$ cat src/hdl/rncs_sqrt.sv
`timescale 1ns / 1ps
module rncs_sqrt (
    input  logic        aclk,
    input  logic        aresetn,
    input  logic        start,
    input  logic [63:0] radicand,
    output logic        done,
    output logic [31:0] root
);

    logic [63:0] x_reg;
    logic [63:0] r_reg;
    logic [63:0] bit_reg;
    logic        busy_reg;
    logic        done_reg;
    logic [63:0] trial;

    assign trial = r_reg + bit_reg;

    always_ff @(posedge aclk) begin
        if (start) begin
            x_reg   <= radicand;
            r_reg   <= '0;
            bit_reg <= 64'h4000_0000_0000_0000;
        end else if (busy_reg) begin
            if (x_reg >= trial) begin
                x_reg <= x_reg - trial;
                r_reg <= (r_reg >> 1) + bit_reg;
            end else begin
                r_reg <= r_reg >> 1;
            end
            bit_reg <= bit_reg >> 2;
        end
    end

    always_ff @(posedge aclk) begin
        if (!aresetn) begin
            busy_reg <= 1'b0;
            done_reg <= 1'b0;
        end else begin
            done_reg <= 1'b0;
            if (start) begin
                busy_reg <= 1'b1;
            end else if (busy_reg && bit_reg == 64'd1) begin
                busy_reg <= 1'b0;
                done_reg <= 1'b1;
            end
        end
    end

    assign done = done_reg;
    assign root = r_reg[31:0];

endmodule

$ cat config.mk
export PLATFORM = sky130hd
export DESIGN_NAME = rncs_sqrt
export DESIGN_NICKNAME = d
export VERILOG_FILES = /design/src/hdl/rncs_sqrt.sv
export SDC_FILE = /design/constraint.sdc
export NUM_CORES = 1
export LEC_CHECK = 0
export BUFFER_PORTS_ARGS = -buffer_cell sky130_fd_sc_hd__buf_2
export CAP_MARGIN = 40
export CELL_PAD_IN_SITES_DETAIL_PLACEMENT = 0
export CELL_PAD_IN_SITES_GLOBAL_PLACEMENT = 1
export CORE_AREA = 5 5 209 211
export CTS_CLUSTER_SIZE = 8
export DETAILED_ROUTE_END_ITERATION = 8
export DIE_AREA = 0 0 214 216
export GPL_TIMING_DRIVEN = 1
export PLACE_DENSITY_LB_ADDON = 0.1
export REMOVE_ABC_BUFFERS = 1
export SYNTH_ARGS = -nofsm -noshare
export SYNTH_HDL_FRONTEND = slang
export SYNTH_SLANG_ARGS = --single-unit
export TNS_END_PERCENT = 50
$ cat constraint.sdc
create_clock -name aclk -period 7.6 [get_ports aclk]
set_input_delay 0.38 -clock aclk [delete_from_list [all_inputs] [get_ports aclk]]
set_output_delay 0.38 -clock aclk [all_outputs]
set_load 0.02 [all_outputs]
==> impl_metrics.tcl <==
set metrics [dict create \
    ios 100 \
    stdcell_count 2496 \
    max-vdd-ir-drop_mv 0.184 \
    ant_nets 0 \
    fmax_mhz 148 \
    syn_avg_cell_area_um2 7.83 \
    fin_util_pct 39.7 \
    tightest_slew_ns 0.872 \
    reg2reg_slack_ns 0.85 \
    post-route-min-period_ns 6.75 \
    core_area_um2 41600 \
    cp_max_fo 10 \
    critical_path_arrival_ns 7.03 \
    synth_xor_area_share_pct 8.97 \
    mostFrequentLayoutCell "nand2_1" \
    synth_mux_area_share_pct 3.12 \
    grt_pass1_vias 13858 \
    cts_resized 0 \
    ys.flop_type "dfxtp_1" \
    synthToLayoutAreaGrowth_pct 8.46 \
    routed_wl_um 49000 \
    slew_violations 0 \
    path_class "flip-flop to flip-flop" \
    synthAdderAreaFrac_pct 10.8 \
    cts-buffers-inserted 17 \
    antenna_found_initial 0 \
    netlist_top_cells_area "dfxtp_1, edfxtp_1, ha_1" \
    insertion_delay_ns 0.50 \
    drt-pass1-iter-count 5 \
    max-cap-violations 0 \
    initial_core_util_pct 36.6 \
    worstSetupEndpointType "flip-flop" \
    whs_ns 0.129 \
    placed_cells 2464 \
    routed_via_density 5.71 \
    grt_overflow_total 0 \
    ys_seq_area_share_pct 25.5 \
    routabilityCongestion 0.878 \
    finalHoldViolations 0 \
    post-route-drc-count 0 \
    finalClockSkew_ns 0.0171 \
    outcome "complete, no violations" \
    synth_compound_area_share_pct 26.4 \
    io_buffer_count 99 \
    cts_tree "built" \
    fin_tns_setup_ns 0 \
    crit_required_ns 7.88 \
    async_flop_share_pct 0 \
    relSlewSlack_pct 41.4 \
    root_buffer "clkbuf_16" \
    grt_pass1_wl_um 77100 \
    dp_hpwl_um 37900 \
    rows 75 \
    yosys.area.top_type "dfxtp_1" \
    drive_above_1_share_pct 9.91 \
    vias 14240 \
    cts_sinks 162 \
    cts_max_path_buffers 2 \
    hold_buffers 0 \
    postCtsSetupBuffers 0 \
    synth_edf_count 64 \
    yosysTopAreaCellShare_pct 12.9 \
    cts_max_level 4 \
    synth_seq_cells 162 \
    die_y_um 216 \
    drt_iter0_markers 712 \
    min_path_type "primary input to flip-flop" \
    critPathLaunchType "flip-flop" \
    diodes 0 \
    yosysUniqueCellTypes 84 \
    p_leak_nw 6.40 \
    wl_per_cell_um 19.6 \
    mostFrequentLayoutCells "nand2_1, nor2_1, o21ai_0" \
    grt_setup_unrepaired "false" \
    netlist_area_um2 15200 \
    syn-instance-count 1945 \
    finalCritPeriodShare_pct 88.8 \
    grt_max_degree 81 \
    fin_nets 2142 \
    fin_area_um2 16500 \
    finalSetupViolCount 0 \
    fillers 4399 \
    ys_warn_count 0 \
    yosys.area_share.simple_pct 19.8 \
    power_density_nw_per_um2 338 \
    dieArea_um2 46200 \
    grtUsageTotal_pct 20.8 \
    synth_top_family_by_area "compound AO/OA/AOI/OAI gates" \
    clk_pin_slew_worst_paths_ns 0.07 \
    die_x_um 214 \
    placed_area_um2 15900 \
]
## cell usage after synthesis, types with 15 or more instances
cell	instances
buf_2	19
edfxtp_1	64
a21oi_1	139
o21bai_1	22
nand3_1	45
clkbuf_1	75
nand4_1	42
buf_4	34
inv_1	31
a21o_1	52
o211ai_1	15
and2_1	16
nor2_1	185
nor3_1	24
dfxtp_1	98
a211oi_1	46
a31oi_1	60
xor2_1	81
o31ai_1	18
o21a_1	15
mux2i_1	43
nand2_1	249
xnor2_1	75
and3_1	17
o21ai_0	154
ha_1	130
## power breakdown
group	switching [mW]	internal, mW	leakage (nW)
registers	0.180	1.19	1.44
clock network	0.422	0.587	0.317
logic	1.99	1.20	4.64
## metal layers
layer | track usage, % | vias to the layer above | wire length (um)
li1 | - | 7151 | -
met1 | 27.3 | 6779 | 22800
met2 | 34.7 | 258 | 23200
met3 | 3.50 | 52 | 1860
met4 | 7.13 | 0 | 1190
met5 | 0 | - | 0
## layout make-up
type	instances	area [um^2]	share of cell area, %
Multi-Input combinational cell	1613	10500	63.8
Sequential cell	162	3890	23.5
Tap cell	539	674	4.08
Timing Repair Buffer	118	644	3.90
Clock buffer	17	425	2.58
Clock inverter	15	228	1.38
Inverter	32	120	0.727
## critical path, cell delays in order, from the launching register on
cell      delay (ns)
dfxtp_1         0.50
ha_1            0.35
a211oi_1        0.26
a211oi_1        0.07
buf_4           0.16
a221o_1         0.41
a21oi_2         0.34
o21ai_0         0.21
a31oi_1         0.43
o31ai_1         0.17
a21o_1          0.25
a21oi_1         0.18
xor2_1          0.11
ha_1            0.41
and3_1          0.30
nand2_1         0.13
nor4_1          0.23
o21ai_0         0.33
a21oi_1         0.45
nor2_1          0.13
o21ai_0         0.59
a31oi_1         0.17
o311ai_0        0.33
## path summary, 6_finish.rpt
kind                                       startpoint  depth (start not counted)                     to
worst max-delay path            r_reg[4]$_SDFFE_PP0P_                         22    x_reg[63]$_DFFE_PP_
worst min-delay path                          aresetn                          2        done$_SDFF_PP0_
worst max register to register  r_reg[4]$_SDFFE_PP0P_                         22    x_reg[63]$_DFFE_PP_
worst min register to register  r_reg[0]$_SDFFE_PP0P_                          2  r_reg[0]$_SDFFE_PP0P_
## logic make-up after synthesis
family	Yosys count
adder cells (fa/ha/maj)	131
AO/OA/AOI/OAI	623
buffers and inverters	170
AND/OR/NAND/NOR	656
multiplexers	47
flip-flops	162
XOR/XNOR	156
## per-stage QoR
| step | power [mW] | setup WS [ns] |
|---|---|---|
| 2_1_floorplan | 3.64 | 0.687 |
| 3_3_place_gp | 4.55 | 0.871 |
| 3_5_place_dp | 4.55 | 0.902 |
| 4_1_cts | 5.60 | 0.863 |
| 5_1_grt | 5.99 | 0.247 |
| 6_report | 5.58 | 0.854 |
Note: power is estimated with default switching activity, not from simulation.
