--- config.mk ---
export PLATFORM = sky130hd
export DESIGN_NAME = rncs_div
export DESIGN_NICKNAME = d
export VERILOG_FILES = /design/src/hdl/rncs_div.sv
export SDC_FILE = /design/constraint.sdc
export NUM_CORES = 1
export LEC_CHECK = 0
export ABC_AREA = 0
export BUFFER_PORTS_ARGS = -buffer_cell sky130_fd_sc_hd__buf_2
export CAP_MARGIN = 20
export CORE_MARGIN = 2
export CORE_UTILIZATION = 50
export DETAILED_ROUTE_END_ITERATION = 8
export GPL_ROUTABILITY_DRIVEN = 0
export PLACE_DENSITY_LB_ADDON = 0.2
export SLEW_MARGIN = 20
export SYNTH_ARGS = -nofsm -noshare
export SYNTH_HDL_FRONTEND = slang
export SYNTH_SLANG_ARGS = --single-unit
--- constraint.sdc ---
create_clock -name aclk -period 3.44 [get_ports aclk]
set_input_delay 0.344 -clock aclk [delete_from_list [all_inputs] [get_ports aclk]]
set_output_delay 0.344 -clock aclk [all_outputs]
set_load 0.02 [all_outputs]
--- src/hdl/rncs_div.sv ---
`timescale 1ns / 1ps
module rncs_div (
    input  logic        aclk,
    input  logic        aresetn,
    input  logic        start,
    input  logic [63:0] dividend,
    input  logic [31:0] divisor,
    output logic        done,
    output logic [31:0] quotient
);

    logic [31:0] rem_reg;
    logic [31:0] quo_reg;
    logic [31:0] dv_reg;
    logic [4:0]  cnt_reg;
    logic        busy_reg;
    logic        done_reg;
    logic [32:0] trial;
    logic [32:0] diff;
    logic        ge;

    assign trial = {rem_reg, quo_reg[31]};
    assign diff  = trial - {1'b0, dv_reg};
    assign ge    = trial >= {1'b0, dv_reg};

    always_ff @(posedge aclk) begin
        if (start) begin
            rem_reg <= dividend[63:32];
            quo_reg <= dividend[31:0];
            dv_reg  <= divisor;
        end else if (busy_reg) begin
            rem_reg <= ge ? diff[31:0] : trial[31:0];
            quo_reg <= {quo_reg[30:0], ge};
        end
    end

    always_ff @(posedge aclk) begin
        if (!aresetn) begin
            busy_reg <= 1'b0;
            done_reg <= 1'b0;
            cnt_reg  <= '0;
        end else begin
            done_reg <= 1'b0;
            if (start) begin
                busy_reg <= 1'b1;
                cnt_reg  <= '0;
            end else if (busy_reg) begin
                cnt_reg <= cnt_reg + 5'd1;
                if (cnt_reg == 5'd31) begin
                    busy_reg <= 1'b0;
                    done_reg <= 1'b1;
                end
            end
        end
    end

    assign done     = done_reg;
    assign quotient = quo_reg;

endmodule

==> run_results.csv <==
group,metric,value,unit
route,routedWlPerCell,16.6,µm
critical_path,critPathBufInv,0,
floorplanning,io_pins,132,
layout,diodes,0,
route,routed_via_density,5.56,
critical_path,crit_type,"reg2reg",
cts,root_buffer,"clkbuf_16",
layout,multi_input_area,2710,µm²
critical_path,worst_r2r_path_depth,10,
layout,area_growth,19.1,%
route,post-route-drc-count,0,
power_and_ir_drop,leakage,3.08,nW
cts,path_clk_slew,70,ps
yosys,synthTopCellsByArea,"edfxtp_1 (48%), ha_1 (7.1%), mux2_2 (6.2%)",
sta,rsz0062_at_grt,"yes",
floorplanning,die_h,114,µm
yosys,synthFlopType,"edfxtp_1",
critical_path,crit_fanout,7,
grt,busiest_layer,"met2",
sta,fmax,0.300,GHz
layout,fill_cells,997,
yosys,synth_edf_count,96,
sta,finalSetupViolations,0,
layout,drive_above_1_share,30.4,%
sta,slew_headroom,57.3,%
placed_design,hpwl,10.1,mm
yosys,synth.distinct_cells,59,
cts,clock_sinks,103,
grt,grt_use_total,22.3,%
critical_path,start_kind,"flop",
hold_path,hp-class,"in2reg",
layout,post-route-util,60.2,%
grt,grt_pass1_wl,22.8,mm
floorplanning,dieArea,12900,µm²
yosys,netlist_area,6000,µm²
critical_path,r2r_setup_slack,110,ps
sta,hold_viol_final,0,
critical_path,rr_startpoint,"rem_reg[8]",
critical_path,critPathRequiredTime,3540,ps
yosys,yosysTopAreaCellShare,48.1,%
grt,gr-total-overflow,0,
power_and_ir_drop,irDropWorstVdd,384,µV
hold_path,holdPathStages,1,
floorplanning,die_w,114,µm
layout,finalNonFillerCells,831,
critical_path,crit_path_max_incr_delay,440,ps
route,num_vias,4621,
layout,register_area,3020,µm²
grt,grt_max_degree,52,
critical_path,cpLargestDelayFamily,"simple AND/OR/NAND/NOR gates",
yosys,yosysWarnings,0,
cts,numCtsBuffers,9,
grt,antenna_found_initial,0,
sta,finClkSkew,11.8,ps
placed_design,place_inst,812,
grt,use_met1,27.9,%
critical_path,worst_path_max_delay_cell,"or3_4",
yosys,syn_area_per_cell,11.0,µm²
critical_path,endpoint_kind,"flop",
route,ant_nets,0,
grt,grt_pass1_vias,4757,
yosys,synth_seq_cells,103,
yosys,synthCells,546,
run_status,status,"complete, no violations",
route,drtIter0Drc,256,
grt,use_met2,36.6,%
cts,cts.htree.levels,3,
cts,clockBufferDepth,2,
hold_path,worstHoldStart,"divisor[7]",
sta,fin_crit,3330,ps
placed_design,port-buffer-count,131,
critical_path,crit_chain,"ha_2 > and4_1 > nand2_1 > or3_4 > a2111oi_4 > nor3_2 > o41ai_2 > a31oi_1 > nor4b_2 > nor3b_1",
yosys,synth_seq_area_share,50.4,%
cts,cts_hold_buf,0,
critical_path,worst-endpoint-arrival,3430,ps
run,maxCapViolations,0,
cts,tritoncts,"yes",
floorplanning,initial_core_util,50.6,%
floorplanning,core_area,11900,µm²
grt,grtUsageMet3,8.13,%
sta,fin_crit_sh,96.8,%
yosys,yosysTopAreaCell,"edfxtp_1",
route,wirelength,13.8,mm
critical_path,r2r_end,"rem_reg[28]",
power_and_ir_drop,power_density,610,nW/µm²
cts,clk_latency,350,ps
floorplanning,rows,40,
yosys,synthesis.nets,680,
layout,nNetsFinal,813,
sta,slew_viol_final,0,
route,dr.pass1.iters,4,
hold_path,holdPathEnd,"dv_reg[7]",
yosys,async_flop_share,0,%
sta,worstMarginPinSlew,640,ps
==> cell families (layout without fill, tap and decap cells) <==
logic type,count (synthesis),in the layout,synth area share (%)
buffers and inverters,65,203,4.53
XOR/XNOR,26,26,3.80
adder cells (fa/ha/maj),35,35,7.42
flip-flops,103,103,50.4
AO/OA/AOI/OAI,132,132,15.4
AND/OR/NAND/NOR,145,145,11.1
multiplexers,40,40,7.36
==> power by group <==
| group | total, mW | internal (mW) | switching [mW] |
|---|---|---|---|
| logic | 1.67 | 0.723 | 0.943 |
| clock network | 0.997 | 0.541 | 0.456 |
| registers | 1.70 | 1.60 | 0.0982 |
| total | 4.36 | 2.86 | 1.50 |
==> layout make-up <==
cell class / instances / area share (%)
well taps: 147 / 2.57
clock buffers: 13 / 3.66
clock inverters: 3 / 0.333
inverters: 44 / 2.31
multi-input cells: 378 / 38.0
repair buffers: 143 / 10.8
flip-flops and latches: 103 / 42.3
==> layer usage <==
metal	vias to the layer above	share of wire, %	wire, µm
met1	2167	44	6030
met5	-	0	0
li1	2274	-	-
met4	0	1.3	182
met3	13	7.8	1080
met2	167	47	6520
==> placed cells by master, fill, tap and decap left out, types with 3 or more instances in the layout <==
cell type	netlist	layout
buf_2	4	130
edfxtp_1	96	96
nand2_1	61	61
inv_1	44	44
nor2_1	42	42
a21oi_1	34	33
mux2_2	33	33
ha_1	34	32
a31oi_1	25	25
o21ai_0	19	19
xnor2_1	18	18
a21o_1	14	14
buf_4	6	11
clkbuf_16	0	10
nand3_1	8	8
xor2_1	8	8
mux2i_1	7	7
dfxtp_1	7	7
nor3_1	5	5
nand4_1	4	4
and3_1	3	3
o21bai_1	3	3
and4_1	3	3
a211o_1	3	3
o21a_1	3	3
a2bb2oi_1	3	3
o2bb2ai_1	3	3
clkbuf_1	11	3
==> per-stage QoR <==
| step | TNS, ps | setup WS, ps | cell area [µm²] | hold slack (ps) | power, mW |
|---|---|---|---|---|---|
| floorplan | 0 | 309 | 6000 | 443 | 2.94 |
| global placement | 0 | 168 | 6830 | 485 | 3.32 |
| detailed placement | 0 | 167 | 6830 | 518 | 3.36 |
| CTS | 0 | 136 | 7110 | 149 | 4.37 |
| global route | -26.3 | -22.7 | 7140 | 138 | 4.63 |
| finish | 0 | 111 | 7140 | 162 | 4.36 |
==> how the worst max path moves through the flow <==
stage          slack [ps]          from  depth (start not counted)          end
2_1_floorplan         310  quotient[31]                         13  rem_reg[30]
3_3_place_gp          170  quotient[31]                         13  rem_reg[30]
3_5_place_dp          170   rem_reg[20]                          9  rem_reg[21]
4_1_cts               140   rem_reg[25]                         11  rem_reg[25]
5_1_grt               -20    rem_reg[8]                         10  rem_reg[28]
6_report              110    rem_reg[8]                         10  rem_reg[28]
==> synthesized netlist by cell type (4+ instances only) <==
cell and number:
nor3_1 5, nand3_1 8, buf_2 4, clkbuf_1 11, nor2_1 42, nand2_1 61, nand4_1 4, xor2_1 8
dfxtp_1 7, xnor2_1 18, mux2i_1 7, inv_1 44, buf_4 6, a21oi_1 34, a21o_1 14, ha_1 34
edfxtp_1 96, a31oi_1 25, mux2_2 33, o21ai_0 19
==> what timing repair did <==
action,4_1_cts,5_1_grt
resized for setup,0,3
endpoints found under the hold margin,0,0
buffers inserted,0,3
setup endpoints to repair,0,5
Note: power is estimated with default switching activity, not from simulation.
