==> src/hdl/rncs_pkg.sv <==
`timescale 1ns / 1ps
package rncs_pkg;

    typedef struct packed {
        logic [2:0][31:0] vel;
        logic [2:0][31:0] pos;
    } node_t;

    localparam logic [2:0] REQ_TICK    = 3'd0;
    localparam logic [2:0] REQ_SET_POS = 3'd1;
    localparam logic [2:0] REQ_SET_VEL = 3'd2;
    localparam logic [2:0] REQ_ADD_POS = 3'd3;
    localparam logic [2:0] REQ_ADD_VEL = 3'd4;
    localparam logic [2:0] REQ_READ    = 3'd5;

    localparam logic [2:0] REG_FRICTION = 3'd0;
    localparam logic [2:0] REG_GRAVITY  = 3'd1;
    localparam logic [2:0] REG_STIFF    = 3'd2;
    localparam logic [2:0] REG_SEGLEN   = 3'd3;
    localparam logic [2:0] REG_PULL     = 3'd4;

    localparam logic signed [65:0] SAT_HI = 66'sd2147483647;
    localparam logic signed [65:0] SAT_LO = -66'sd2147483648;

    function automatic logic [31:0] sat32(input logic signed [65:0] v);
        if (v > SAT_HI) begin
            return 32'h7FFF_FFFF;
        end else if (v < SAT_LO) begin
            return 32'h8000_0000;
        end
        return v[31:0];
    endfunction

    function automatic logic signed [65:0] sx32(input logic [31:0] x);
        return {{34{x[31]}}, x};
    endfunction

endpackage

==> src/hdl/rncs_mem.sv <==
`timescale 1ns / 1ps
module rncs_mem
    import rncs_pkg::*;
#(
    parameter int DEPTH = 8
) (
    input  logic                     aclk,
    input  logic                     aresetn,
    input  logic                     rd_en,
    input  logic [$clog2(DEPTH)-1:0] rd_addr,
    output node_t                    rd_data,
    input  logic                     wr_en,
    input  logic [$clog2(DEPTH)-1:0] wr_addr,
    input  node_t                    wr_data
);

    node_t            mem [DEPTH];
    logic [DEPTH-1:0] valid_reg;
    node_t            q_reg;
    logic             q_valid_reg;

    always_ff @(posedge aclk) begin
        if (wr_en) begin
            mem[wr_addr] <= wr_data;
        end
        if (rd_en) begin
            q_reg <= mem[rd_addr];
        end
    end

    always_ff @(posedge aclk) begin
        if (!aresetn) begin
            valid_reg   <= '0;
            q_valid_reg <= 1'b0;
        end else begin
            if (wr_en) begin
                valid_reg[wr_addr] <= 1'b1;
            end
            if (rd_en) begin
                q_valid_reg <= valid_reg[rd_addr];
            end
        end
    end

    assign rd_data = q_valid_reg ? q_reg : '0;

endmodule

==> config.mk <==
export PLATFORM = sky130hd
export DESIGN_NAME = rncs_mem
export DESIGN_NICKNAME = d
export VERILOG_FILES = /design/src/hdl/rncs_pkg.sv /design/src/hdl/rncs_mem.sv
export SDC_FILE = /design/constraint.sdc
export NUM_CORES = 1
export LEC_CHECK = 0
export BUFFER_PORTS_ARGS = -buffer_cell sky130_fd_sc_hd__clkbuf_2
export CAP_MARGIN = 0
export CORE_ASPECT_RATIO = 0.6
export CORE_UTILIZATION = 50
export CTS_CLUSTER_SIZE = 28
export DETAILED_ROUTE_END_ITERATION = 16
export GPL_TIMING_DRIVEN = 1
export PLACE_DENSITY = 0.72
export SLEW_MARGIN = 20
export SYNTH_ARGS = -nofsm -noshare
export SYNTH_HDL_FRONTEND = slang
export SYNTH_SLANG_ARGS = --single-unit
==> constraint.sdc <==
create_clock -name aclk -period 33.5 [get_ports aclk]
set_input_delay 6.7 -clock aclk [delete_from_list [all_inputs] [get_ports aclk]]
set_output_delay 6.7 -clock aclk [all_outputs]
set_load 0.005 [all_outputs]
==> results.toml, run 1 <==
[route]
wl_per_cell_um = 27.0
ant_nets = 0
drtIter0Drc = 2351
num_vias = 28500
drc = 0
post_drt_via_cell_ratio = 5.73
firstDrtPassIters = 5
wl_um = 134000

[placement]
dp_cells = 4686
place_hpwl_um = 68200
port-buffer-count = 393
place_congestion = 0.696
placed_cell_area_mm2 = 0.0689

[yosys]
synth.area.mux_share = 0.167
ys_types = 18
syn-cell-area_mm2 = 0.0651
synthXorXnorAreaFrac = 0
yosys_warnings = 0
avgSynthCellArea_um2 = 24.4
syn-instance-count = 2662
synth-seq-area-share = 0.800
synthesis.nets = 2864
synth_top_family_by_area = "multiplexers"
synth_compound_area_frac = 0.00108
synthSimpleGateAreaFrac = 0.0194
synthAdderAreaFrac = 0
ys_seq_elements = 1737

[clock_tree]
post_cts_buffers = 0
clkSlewWorstSetupHoldPaths_ns = 0.06
cts.path.max_buffers = 3
clk-insertion-delay-late_ns = 0.77
cts_max_level = 4
cts_tree = "built"
clock-sinks = 1737
cts_root_buf = "clkbuf_16"
cts_buffers = 156
cts.repair.resized = 0
cts_hold_buf = 0

[power]
p_per_area_mw_per_mm2 = 60.0
p_leak_nw = 24.1
ir_worst_vdd_mv = 0.0503
finalPower_mw = 4.44

[final_layout]
syn_to_final_growth_pct = 13.5
final_cell_count_no_fill = 4980
fill_cells = 9182
largest_reg_flops = 1536
layout.nets = 3331
multiInputGateArea_mm2 = 0.0123
drive_gt1_frac = 0.378
final_cell_area_mm2 = 0.0739
seq_area_mm2 = 0.0521
utilization = 0.572

[grt]
antenna_found_initial = 23
gr-usage-met1 = 0.271
grt.overflow.total = 0
grt_use_met2 = 0.349
grt_pass1_wl_um = 195000
grt_pass1_vias = 30200
grt_max_degree = 148
met3_usage = 0.0442
busiest_layer = "met2"
grt_use_total = 0.205

[sta]
max_clock_freq_mhz = 100
hold_viol = 0
maxSlewHeadroom = 0.276
drv_slew = 0
final.min_clock_period_ns = 9.95
setup_violations = 0
worstMarginPinSlew_ns = 1.09
tns_ns = 0
skew_ns = 0.0263
period_share = 0.297
rsz0062_at_grt = "no"

[setup_path]
setup.worst_path.start_class = "input pin"
path_class = "in -> reg"
max_stage_delay_ns = 0.74
critPathCaptureType = "flop"
path_cells = "buf_8 -> buf_12 -> buf_4 -> buf_6 -> mux4_2 -> mux2_2"
worstPathRequired_ns = 34.02
slowest_stage = "buf_12"
cp_top_family = "buffers and inverters"
cp_max_fo = 107
critPathBufInv = 4
crit_arrival_ns = 10.47

[die]
die_area_mm2 = 0.132
initial_utilization = 0.504
rows = 102
dieHeight_um = 281
io_pins = 394
core-area_mm2 = 0.129
die_w_um = 468

[run_status]
outcome = "completed"

[flow_run]
drv_cap = 0

[min_path]
hp-class = "reg -> reg"
## area by class of cell
class,count,area share
sequential,1737,0.705
timing repair buffer,438,0.0336
tap,1716,0.0291
antenna,6,0.000203
multi-input combinational,796,0.166
clock inverter,88,0.00964
clock buffer,199,0.0566
## layer usage
layer  vias to the layer above  routed length, µm
met5                         -                192
met2                       827              68800
li1                      12100                  -
met4                        28               2280
met1                     15400              55200
met3                       181               7980
## cells in the mapped netlist
| library cell | n | area, µm² |
|---|---|---|
| nand2_1 | 2 | 7.51 |
| buf_2 | 15 | 75.1 |
| clkbuf_1 | 57 | 214 |
| nand2b_1 | 3 | 18.8 |
| nor3_1 | 2 | 10.0 |
| nor2_1 | 6 | 22.5 |
| buf_6 | 35 | 394 |
| mux2i_1 | 4 | 40.0 |
| buf_1 | 20 | 75.1 |
| dfxtp_1 | 9 | 180 |
| a21oi_1 | 1 | 5.00 |
| buf_8 | 2 | 30.0 |
| mux4_2 | 385 | 8670 |
| o21ai_0 | 1 | 5.00 |
| o21a_1 | 8 | 60.1 |
| mux2_2 | 192 | 2160 |
| edfxtp_1 | 1728 | 51900 |
| and2_1 | 192 | 1200 |
## placed cells by master (no fill, tap or decap)
cell / n
nor3_2: 2
inv_16: 1
dfxtp_4: 1
clkbuf_16: 161
bufinv_16: 7
and2_1: 192
clkbuf_8: 1
nand2b_1: 3
nor2_4: 6
clkinv_4: 3
clkinv_8: 4
diode_2: 6
buf_12: 7
inv_8: 1
buf_4: 34
clkinvlp_4: 2
mux4_2: 385
clkinv_2: 19
buf_16: 2
buf_6: 2
o21ai_0: 1
inv_6: 5
buf_8: 4
clkinv_1: 44
dfxtp_1: 8
mux2_2: 192
clkbuf_1: 37
a21oi_1: 1
edfxtp_1: 1728
clkinv_16: 2
mux2i_1: 4
o21a_1: 8
nand2_1: 2
clkbuf_2: 389
## final timing paths
kind / start / end / slack, ns / cells past startpoint
min: valid_reg[7]$_SDFFE_PN0P_ / valid_reg[7]$_SDFFE_PN0P_ / 0.47 / 1
max: rd_addr[0] / q_reg[88]$_DFFE_PP_ / 23.55 / 6
max reg2reg: q_valid_reg$_SDFFE_PN0P_ / q_valid_reg$_SDFFE_PN0P_ / 31.53 / 3
min reg2reg: valid_reg[7]$_SDFFE_PN0P_ / valid_reg[7]$_SDFFE_PN0P_ / 0.47 / 1
## power by group
group	switching [mW]	internal (mW)	leakage, nW	total, mW
Clock	0.769	0.943	2.38	1.71
Combinational	0.119	0.102	5.83	0.221
Sequential	0.0211	2.48	15.9	2.50
## through the flow
stage / setup WS (ns) / hold WS [ns]
2_1_floorplan: 12.56 / 0.440
3_3_place_gp: 22.44 / 0.446
3_5_place_dp: 22.32 / 0.453
4_1_cts: 23.15 / 0.468
5_1_grt: 23.20 / 0.493
6_report: 23.55 / 0.468
## kinds of logic after synthesis
kind of cell / count (synthesis)
DFF: 1737
muxes: 581
and+or+nand+nor: 205
buffers and inverters: 129
AOI/OAI and AO/OA: 10
## worst register-to-register path, delay by kind of cell (launching register included)
family | cells | cell delay [ns]
flops | 1 | 0.80
compound gates | 2 | 0.38
buf+inv | 1 | 0.72
(Power assumes the default switching activity.)
==> run 2, diff against run 1 <==
==> constraint.sdc (replaced) <==
create_clock -name aclk -period 9.3 [get_ports aclk]
set_input_delay 1.86 -clock aclk [delete_from_list [all_inputs] [get_ports aclk]]
set_output_delay 1.86 -clock aclk [all_outputs]
set_load 0.005 [all_outputs]
==> results.toml, run 2 (synthesis gave the netlist of run 1 again) <==
[run_status]
outcome = "completed"

[grt]
grt_use_met2 = 0.341
antenna_found_initial = 30
met3_usage = 0.0433
grt_max_degree = 156
grt_use_total = 0.206
gr-usage-met1 = 0.275
grt.overflow.total = 0
grt_pass1_wl_um = 196000
busiest_layer = "met2"
grt_pass1_vias = 30400

[sta]
final.min_clock_period_ns = 4.85
period_share = 0.522
maxSlewHeadroom = 0.127
tns_ns = 0
setup_slack_ns = 4.45
drv_slew = 0
max_clock_freq_mhz = 206
skew_ns = 0.0255
setup_violations = 0
worstMarginPinSlew_ns = 1.31
rsz0062_at_grt = "no"
hold_viol = 0

[clock_tree]
clock-sinks = 1737
post_cts_buffers = 0
clkSlewWorstSetupHoldPaths_ns = 0.05
cts.path.max_buffers = 3
cts_buffers = 156
clk-insertion-delay-late_ns = 0.76
cts_max_level = 4
cts_root_buf = "clkbuf_16"
cts_hold_buf = 0
cts_tree = "built"
cts.repair.resized = 0

[route]
wl_per_cell_um = 27.0
post_drt_via_cell_ratio = 5.77
drc = 0
wl_um = 134000
ant_nets = 0
firstDrtPassIters = 5
num_vias = 28700
drtIter0Drc = 2495

[die]
dieHeight_um = 281
initial_utilization = 0.504
core-area_mm2 = 0.129
rows = 102
io_pins = 394
die_area_mm2 = 0.132
die_w_um = 468

[final_layout]
final_common_cell = "edfxtp_1"
largest_reg_flops = 1536
layout.nets = 3325
syn_to_final_growth_pct = 13.5
mostFrequentLayoutCells = "edfxtp_1 (1728), clkbuf_2 (389), mux4_2 (385), mux2_2 (192), and2_1 (192)"
fill_cells = 9080
drive_gt1_frac = 0.378
final_cell_count_no_fill = 4967

[min_path]
hp-class = "reg -> reg"
holdPathStages = 1

[setup_path]
path_class = "reg -> out"
critPathBufInv = 2
cp_max_fo = 70
reg2reg_slack_ns = 7.28
slowest_stage = "dfxtp_4"
setup.worst_path.start_class = "flop"
cp_top_family = "buffers and inverters"
path_cells = "buf_4 -> and2_1 -> clkbuf_2"
max_stage_delay_ns = 0.80
worstPathRequired_ns = 7.44
path_depth = 3
critPathCaptureType = "output port"
crit_arrival_ns = 2.99
reg2reg_depth = 3

[power]
ir_worst_vdd_mv = 0.150
p_leak_nw = 24.1
finalPower_mw = 16.0
p_per_area_mw_per_mm2 = 217

[placement]
dp_cells = 4681
port-buffer-count = 393
dpl_worst_slack_ns = 4.52
place_hpwl_um = 69000
place_congestion = 0.730

[flow_run]
drv_cap = 0
-- run 2: cell types whose count changed in the layout (fill, tap and decap cells not counted), moves of 4 or more --
cell / delta
buf_12: +5
buf_4: -7
bufinv_16: +6
clkbuf_1: -4
clkinv_1: -11
clkinvlp_4: +5
diode_2: +7
-- run 2: final cells by class --
cell class	count	area, µm²	share of cell area
sequential	1737	52100	0.705
clock inverter	81	773	0.0105
tap	1716	2150	0.0291
antenna	13	32.5	0.000441
clock buffer	192	4100	0.0556
timing repair buffer	432	2450	0.0332
multi-input combinational	796	12300	0.166
-- run 2: worst paths after layout --
check                                            endpoint                      start
worst max-delay path                         rd_data[135]   q_valid_reg$_SDFFE_PN0P_
worst min register to register  valid_reg[7]$_SDFFE_PN0P_  valid_reg[7]$_SDFFE_PN0P_
worst min-delay path            valid_reg[7]$_SDFFE_PN0P_  valid_reg[7]$_SDFFE_PN0P_
worst max register to register   q_valid_reg$_SDFFE_PN0P_   q_valid_reg$_SDFFE_PN0P_
-- run 2: metal layers --
layer	up-vias	part of all wire	routed length [µm]
li1	12100	-	-
met3	216	0.061	8150
met4	34	0.022	2990
met1	15400	0.41	54700
met2	877	0.51	67800
met5	-	0.0017	222
-- run 2: per-stage QoR --
| stage | cell area, µm² | hold WS [ns] | util |
|---|---|---|---|
| 2_1_floorplan | 65100 | 0.440 | - |
| 3_3_place_gp | 68900 | 0.446 | 0.534 |
| 3_5_place_dp | 68900 | 0.453 | 0.534 |
| 4_1_cts | 73800 | 0.466 | 0.572 |
| 5_1_grt | 73800 | 0.481 | 0.572 |
| 6_report | 73800 | 0.464 | 0.572 |
-- run 2: where the power goes --
part           leakage [nW]  total [mW]  switching [mW]  internal (mW)
sequential             15.9        9.02          0.0772           8.94
clock                  2.36        6.22            2.72           3.50
combinational          5.81       0.795           0.427          0.368
